[config.mk]
export PLATFORM = sky130hd
export DESIGN_NAME = ppp_queue
export DESIGN_NICKNAME = d
export VERILOG_FILES = /design/src/sv/assert_macros.svh /design/src/sv/ppp_pkg.sv /design/src/sv/ppp_queue.sv
export SDC_FILE = /design/constraint.sdc
export NUM_CORES = 1
export LEC_CHECK = 0
export ABC_AREA = 1
export BUFFER_PORTS_ARGS = -buffer_cell sky130_fd_sc_hd__buf_4
export CAP_MARGIN = 20
export CORE_ASPECT_RATIO = 2
export CORE_MARGIN = 4
export CORE_UTILIZATION = 45
export CTS_BUF_LIST = sky130_fd_sc_hd__clkbuf_16
export DETAILED_ROUTE_END_ITERATION = 10
export GPL_TIMING_DRIVEN = 0
export PLACE_DENSITY = 0.7
export SYNTH_ARGS = -nofsm -noshare
export SYNTH_HDL_FRONTEND = slang
export SYNTH_SLANG_ARGS = --single-unit
[constraint.sdc]
create_clock -name clk -period 6.2 [get_ports clk]
set_clock_uncertainty 0.2 [all_clocks]
set_input_delay 1.24 -clock clk [delete_from_list [all_inputs] [get_ports clk]]
set_output_delay 1.24 -clock clk [all_outputs]
set_load 0.01 [all_outputs]
[src/sv/assert_macros.svh]
// Assertion macros used by ppp_back.
`ifndef ASSERT_MACROS_SVH
`define ASSERT_MACROS_SVH
`ifndef ASSERT_OFF
`define PPP_ASSERT(lbl, expr) \
  lbl: assert property (@(posedge clk) disable iff (rst) (expr)) \
    else $error("ppp assertion failed");
`define PPP_ASSERT_NEXT(lbl, ante, cons) \
  lbl: assert property (@(posedge clk) disable iff (rst) (ante) |=> (cons)) \
    else $error("ppp assertion failed");
`else
`define PPP_ASSERT(lbl, expr)
`define PPP_ASSERT_NEXT(lbl, ante, cons)
`endif
`endif

[src/sv/ppp_pkg.sv]
`timescale 1ns / 1ps
package ppp_pkg;
  localparam int COORD_W       = 32;
  localparam int COEF_W        = 32;
  localparam int PROD_W        = 64;
  localparam int SUM_W         = 51;
  localparam int PIX_W         = 12;
  localparam int DIM_W         = 13;
  localparam int REG_W         = 64;
  localparam int IDX_W         = 3;
  localparam int MAX_IMAGE_DIM = 4096;
  localparam int DIV_STAGES    = PIX_W;
  localparam int REM_W         = SUM_W - 1 + PIX_W;
  localparam int WSH_W         = SUM_W + PIX_W;
  localparam int MID_DEPTH     = 4;
  localparam int MID_PTR_W     = 2;
  localparam int MID_CNT_W     = 3;
  localparam int OUT_DEPTH     = 16;
  localparam int OUT_PTR_W     = 4;
  localparam int OUT_CNT_W     = 5;

  localparam logic [IDX_W-1:0] REG_ROW0_A = 3'd0;
  localparam logic [IDX_W-1:0] REG_ROW0_B = 3'd1;
  localparam logic [IDX_W-1:0] REG_ROW1_A = 3'd2;
  localparam logic [IDX_W-1:0] REG_ROW1_B = 3'd3;
  localparam logic [IDX_W-1:0] REG_ROW2_A = 3'd4;
  localparam logic [IDX_W-1:0] REG_ROW2_B = 3'd5;
  localparam logic [IDX_W-1:0] REG_IMG_W  = 3'd6;
  localparam logic [IDX_W-1:0] REG_IMG_H  = 3'd7;

  localparam logic [DIM_W-1:0] IMG_W_RESET = 13'd640;
  localparam logic [DIM_W-1:0] IMG_H_RESET = 13'd480;

  typedef enum logic [1:0] {
    ST_KEPT    = 2'd0,
    ST_BEHIND  = 2'd1,
    ST_OUTSIDE = 2'd2,
    ST_ZERO    = 2'd3
  } status_t;

  typedef struct packed {
    logic signed [COEF_W-1:0] c0;
    logic signed [COEF_W-1:0] c1;
    logic signed [COEF_W-1:0] c2;
    logic signed [COEF_W-1:0] c3;
  } row_coef_t;

  typedef struct packed {
    logic signed [SUM_W-1:0] n0;
    logic signed [SUM_W-1:0] n1;
    logic signed [SUM_W-1:0] w;
    logic                    zero;
  } mid_t;

  typedef struct packed {
    logic [MID_CNT_W-1:0] count;
    logic                 empty;
  } mid_stat_t;

  typedef struct packed {
    logic [REM_W-1:0] rem0;
    logic [REM_W-1:0] rem1;
    logic [PIX_W-1:0] q0;
    logic [PIX_W-1:0] q1;
    logic [SUM_W-2:0] w;
    status_t          st;
    logic             ok0;
    logic             ok1;
  } div_t;

  typedef struct packed {
    logic [PIX_W-1:0] col;
    logic [PIX_W-1:0] row;
    status_t          st;
  } res_t;

  // One restoring step: quotient bit k of both rows.
  function automatic div_t div_step(input div_t a, input logic [3:0] k);
    div_t             r;
    logic [REM_W-1:0] d;
    r = a;
    d = {{(REM_W-SUM_W+1){1'b0}}, a.w} << k;
    if (a.rem0 >= d) begin
      r.rem0 = a.rem0 - d;
      r.q0[k] = 1'b1;
    end
    if (a.rem1 >= d) begin
      r.rem1 = a.rem1 - d;
      r.q1[k] = 1'b1;
    end
    return r;
  endfunction

  function automatic logic [DIM_W-1:0] eff_dim(input logic [DIM_W-1:0] v);
    return (v > DIM_W'(MAX_IMAGE_DIM)) ? DIM_W'(MAX_IMAGE_DIM) : v;
  endfunction
endpackage

[src/sv/ppp_queue.sv]
`timescale 1ns / 1ps
module ppp_queue (
  input  logic               clk,
  input  logic               rst,
  input  logic               wr,
  input  ppp_pkg::mid_t      wr_data,
  input  logic               rd,
  output ppp_pkg::mid_t      head,
  output ppp_pkg::mid_stat_t stat
);
  import ppp_pkg::*;

  mid_t                 mem [MID_DEPTH];
  logic [MID_PTR_W-1:0] wp, rp;
  logic [MID_CNT_W-1:0] cnt;

  always_ff @(posedge clk) begin
    if (wr) begin
      mem[wp] <= wr_data;
    end
  end

  always_ff @(posedge clk) begin
    if (rst) begin
      wp  <= '0;
      rp  <= '0;
      cnt <= '0;
    end else begin
      if (wr) wp <= wp + 1'b1;
      if (rd) rp <= rp + 1'b1;
      cnt <= cnt + MID_CNT_W'(wr) - MID_CNT_W'(rd);
    end
  end

  assign head       = mem[rp];
  assign stat.count = cnt;
  assign stat.empty = (cnt == '0);
endmodule

==> flow_metrics.env <==
export IMPL_ys_seq_area_share_pct=74.6
export IMPL_grt_total_usage_pct=20.3
export IMPL_clk_path_buf_depth=3
export IMPL_cts_tree="yes"
export IMPL_period_needed_ps=3820
export IMPL_syn_area_per_cell_sq_um=13.5
export IMPL_numCtsBuffers=52
export IMPL_crit_buf_inv=4
export IMPL_final_layout_size_suffix_gt1_share_pct=24.1
export IMPL_synth_top_cell_area_share_pct=73.9
export IMPL_netlist_cell_type_count=18
export IMPL_fin_cells=3011
export IMPL_antenna_found_initial=4
export IMPL_cp_arrival_ps=2380
export IMPL_timing_fmax_mhz=262
export IMPL_drt_antenna_violating_nets=0
export IMPL_ctsResizeCount=0
export IMPL_timing_critical_path_mode_cell="buf_2"
export IMPL_post_cts_setup_buffer_count=0
export IMPL_cts_sinks=625
export IMPL_crit_required_ps=4760
export IMPL_maxCapViolations=0
export IMPL_die_y_um=341
export IMPL_viasPerCell=5.17
export IMPL_final_cell_mix="616 x edfxtp_1, 332 x inv_1, 325 x buf_4"
export IMPL_dieWidth_um=175
export IMPL_postLayoutCoreUtil_pct=54.5
export IMPL_setup_slack_ps=2380
export IMPL_crit_type="register to output pin"
export IMPL_post_drt_wl_per_cell_um=20.8
export IMPL_holdBufCountCts=0
export IMPL_p_seq_share_pct=53.0
export IMPL_io_buffers=315
export IMPL_nNetsFinal=2390
export IMPL_final_common_cell="edfxtp_1"
export IMPL_drc=0
export IMPL_yosysWarnings=0
export IMPL_dr_first_iter_drc_count=997
export IMPL_finalSetupViolations=0
export IMPL_placed_cells=2915
export IMPL_hold_class="register to register"
export IMPL_critPathMaxStageDelay_ps=460
export IMPL_cp_slowest_cell="clkbuf_1"
export IMPL_clock_power_share_pct=34.9
export IMPL_die_area_sq_mm=0.0597
export IMPL_grt_overflow_total=0
export IMPL_dp_slack_ps=2920
export IMPL_syn_area_sq_mm=0.0250
export IMPL_combPwrFrac_pct=12.1
export IMPL_io_pin_count=316
export IMPL_p_total_mw=9.21
export IMPL_rsz0062_at_grt="false"
export IMPL_grt_max_degree=93
export IMPL_timing_rr_start="wp[1]$_SDFFE_PP0P_"
export IMPL_postSynthCellCount=1852
export IMPL_intPower_mw=7.03
export IMPL_path_cells="buf_2, buf_2, clkbuf_1, o21ai_0, nand2_1, buf_4"
export IMPL_p_sw_share_pct=23.6
export IMPL_synth_top_area_cell="edfxtp_1"
export IMPL_netlist_top_cells_area="edfxtp_1 74%, inv_1 4.9%, nand2_1 4.7%"
export IMPL_drtPass1Iterations=5
export IMPL_area_growth_syn_to_layout_pct=20.4
export IMPL_critPathMaxFanout=10
export IMPL_p_sw_mw=2.17
export IMPL_outcome="finished, final reports clean"
export IMPL_grt_pass1_wl_mm=93.2
export IMPL_htree_levels=2
export IMPL_start_util_pct=45.3
export IMPL_core_area_sq_mm=0.0553
export IMPL_routed_wl_mm=62.5
export IMPL_root_buffer="clkbuf_16"
export IMPL_p_leak_nw=11.7
export IMPL_gp_congestion=0.796
export IMPL_power_density_mw_per_mm2=306
export IMPL_synth_nets=2017
export IMPL_place_hpwl_mm=40.0
export IMPL_start_kind="register"
export IMPL_insertion_delay_ps=590
export IMPL_via_count=15600
export IMPL_first_global_vias=16200
export IMPL_min_from="rp[1]$_SDFFE_PP0P_"
export IMPL_crit_path_end_kind="output pin"
export IMPL_tightest_slew_ps=700
export IMPL_vdd_drop_max_mv=0.274
export IMPL_max_slew_margin_pct=53.4
export IMPL_post_route_period_util_pct=61.5
export IMPL_hold_viol_final=0
export IMPL_rows=122
export IMPL_slew_violations=0
export IMPL_ys_seq_elements=625
export IMPL_cpLargestDelayFamily="buffers and inverters"
export IMPL_clkTransAtPathRegs_ps=70
## Yosys cell counts (all sizes together)
master / count
inv: 324
o21ai: 158
fa: 1
a21oi: 160
nor2: 3
nand2: 316
o211ai: 154
clkbuf: 21
nand3: 1
buf: 82
ha: 6
dfxtp: 9
nor3: 1
edfxtp: 616
## metal layers
metal  wire length [um]  part of all wire [%]  GRT usage (%)  vias up
li1                   -                     -              -     7190
met1              23500                    38           23.3     7725
met2              33300                    53           37.7      550
met3               4000                   6.4           4.08      109
met4               1730                   2.8           6.69        6
met5                 35                 0.056              0        -
## sequential cells by signal, indices dropped and copies added, names as in the netlist, named ones only
name	cells
mem	616
rp	2
cnt	3
wp	2
## worst paths after layout
check,endpoint,slack [ps],cells past startpoint
worst max-delay path,head[114],2380,6
worst min-delay path,rp[1]$_SDFFE_PP0P_,270,2
worst max register to register,mem[1][107]$_DFFE_PP_,3850,5
worst min register to register,rp[1]$_SDFFE_PP0P_,270,2
## tightest hold or removal path: stages (launching register included)
cell,delay [ps]
dfxtp_1,300
inv_1,60
a21oi_1,70
## power by group through the flow
| stage | registers [mW] | logic (mW) | clock network (mW) |
|---|---|---|---|
| 4_1_cts | 4.88 | 1.13 | 3.28 |
| 3_5_place_dp | 4.97 | 1.13 | 0 |
| 5_1_grt | 4.89 | 1.21 | 3.43 |
| 6_report | 4.88 | 1.11 | 3.22 |
| 2_1_floorplan | 4.98 | 0.523 | 0 |
| 3_3_place_gp | 5.01 | 1.09 | 0 |
## cell families (layout without fill, tap and decap cells)
| kind of cell | count (synthesis) | in the layout | share of synthesized area (%) |
|---|---|---|---|
| DFF | 625 | 625 | 74.6 |
| and+or+nand+nor | 321 | 321 | 4.83 |
| buffers and inverters | 427 | 841 | 7.57 |
| other | 0 | 1 | 0 |
| AOI/OAI and AO/OA | 472 | 472 | 12.6 |
| adders and majority gates | 7 | 7 | 0.380 |
## per-stage QoR
step | cell area, sq um | hold WS, ps | TNS [ps]
detailed placement | 28500 | 262 | 0
floorplan | 25000 | 236 | 0
finish | 30100 | 272 | 0
global route | 30100 | 290 | 0
global placement | 28300 | 248 | -920200
CTS | 30100 | 274 | 0
## area by class of cell
class                      instances  area (sq um)
inverter                         324          1250
clock buffer                      52          1300
tap                              744           931
clock inverter                    43           360
timing repair buffer             319          2470
sequential                       625         18700
buffer                           103           677
fill                            4556         25100
multi-input combinational        800          4450
antenna                            1          2.50
Note: power is estimated with default switching activity, not from simulation.
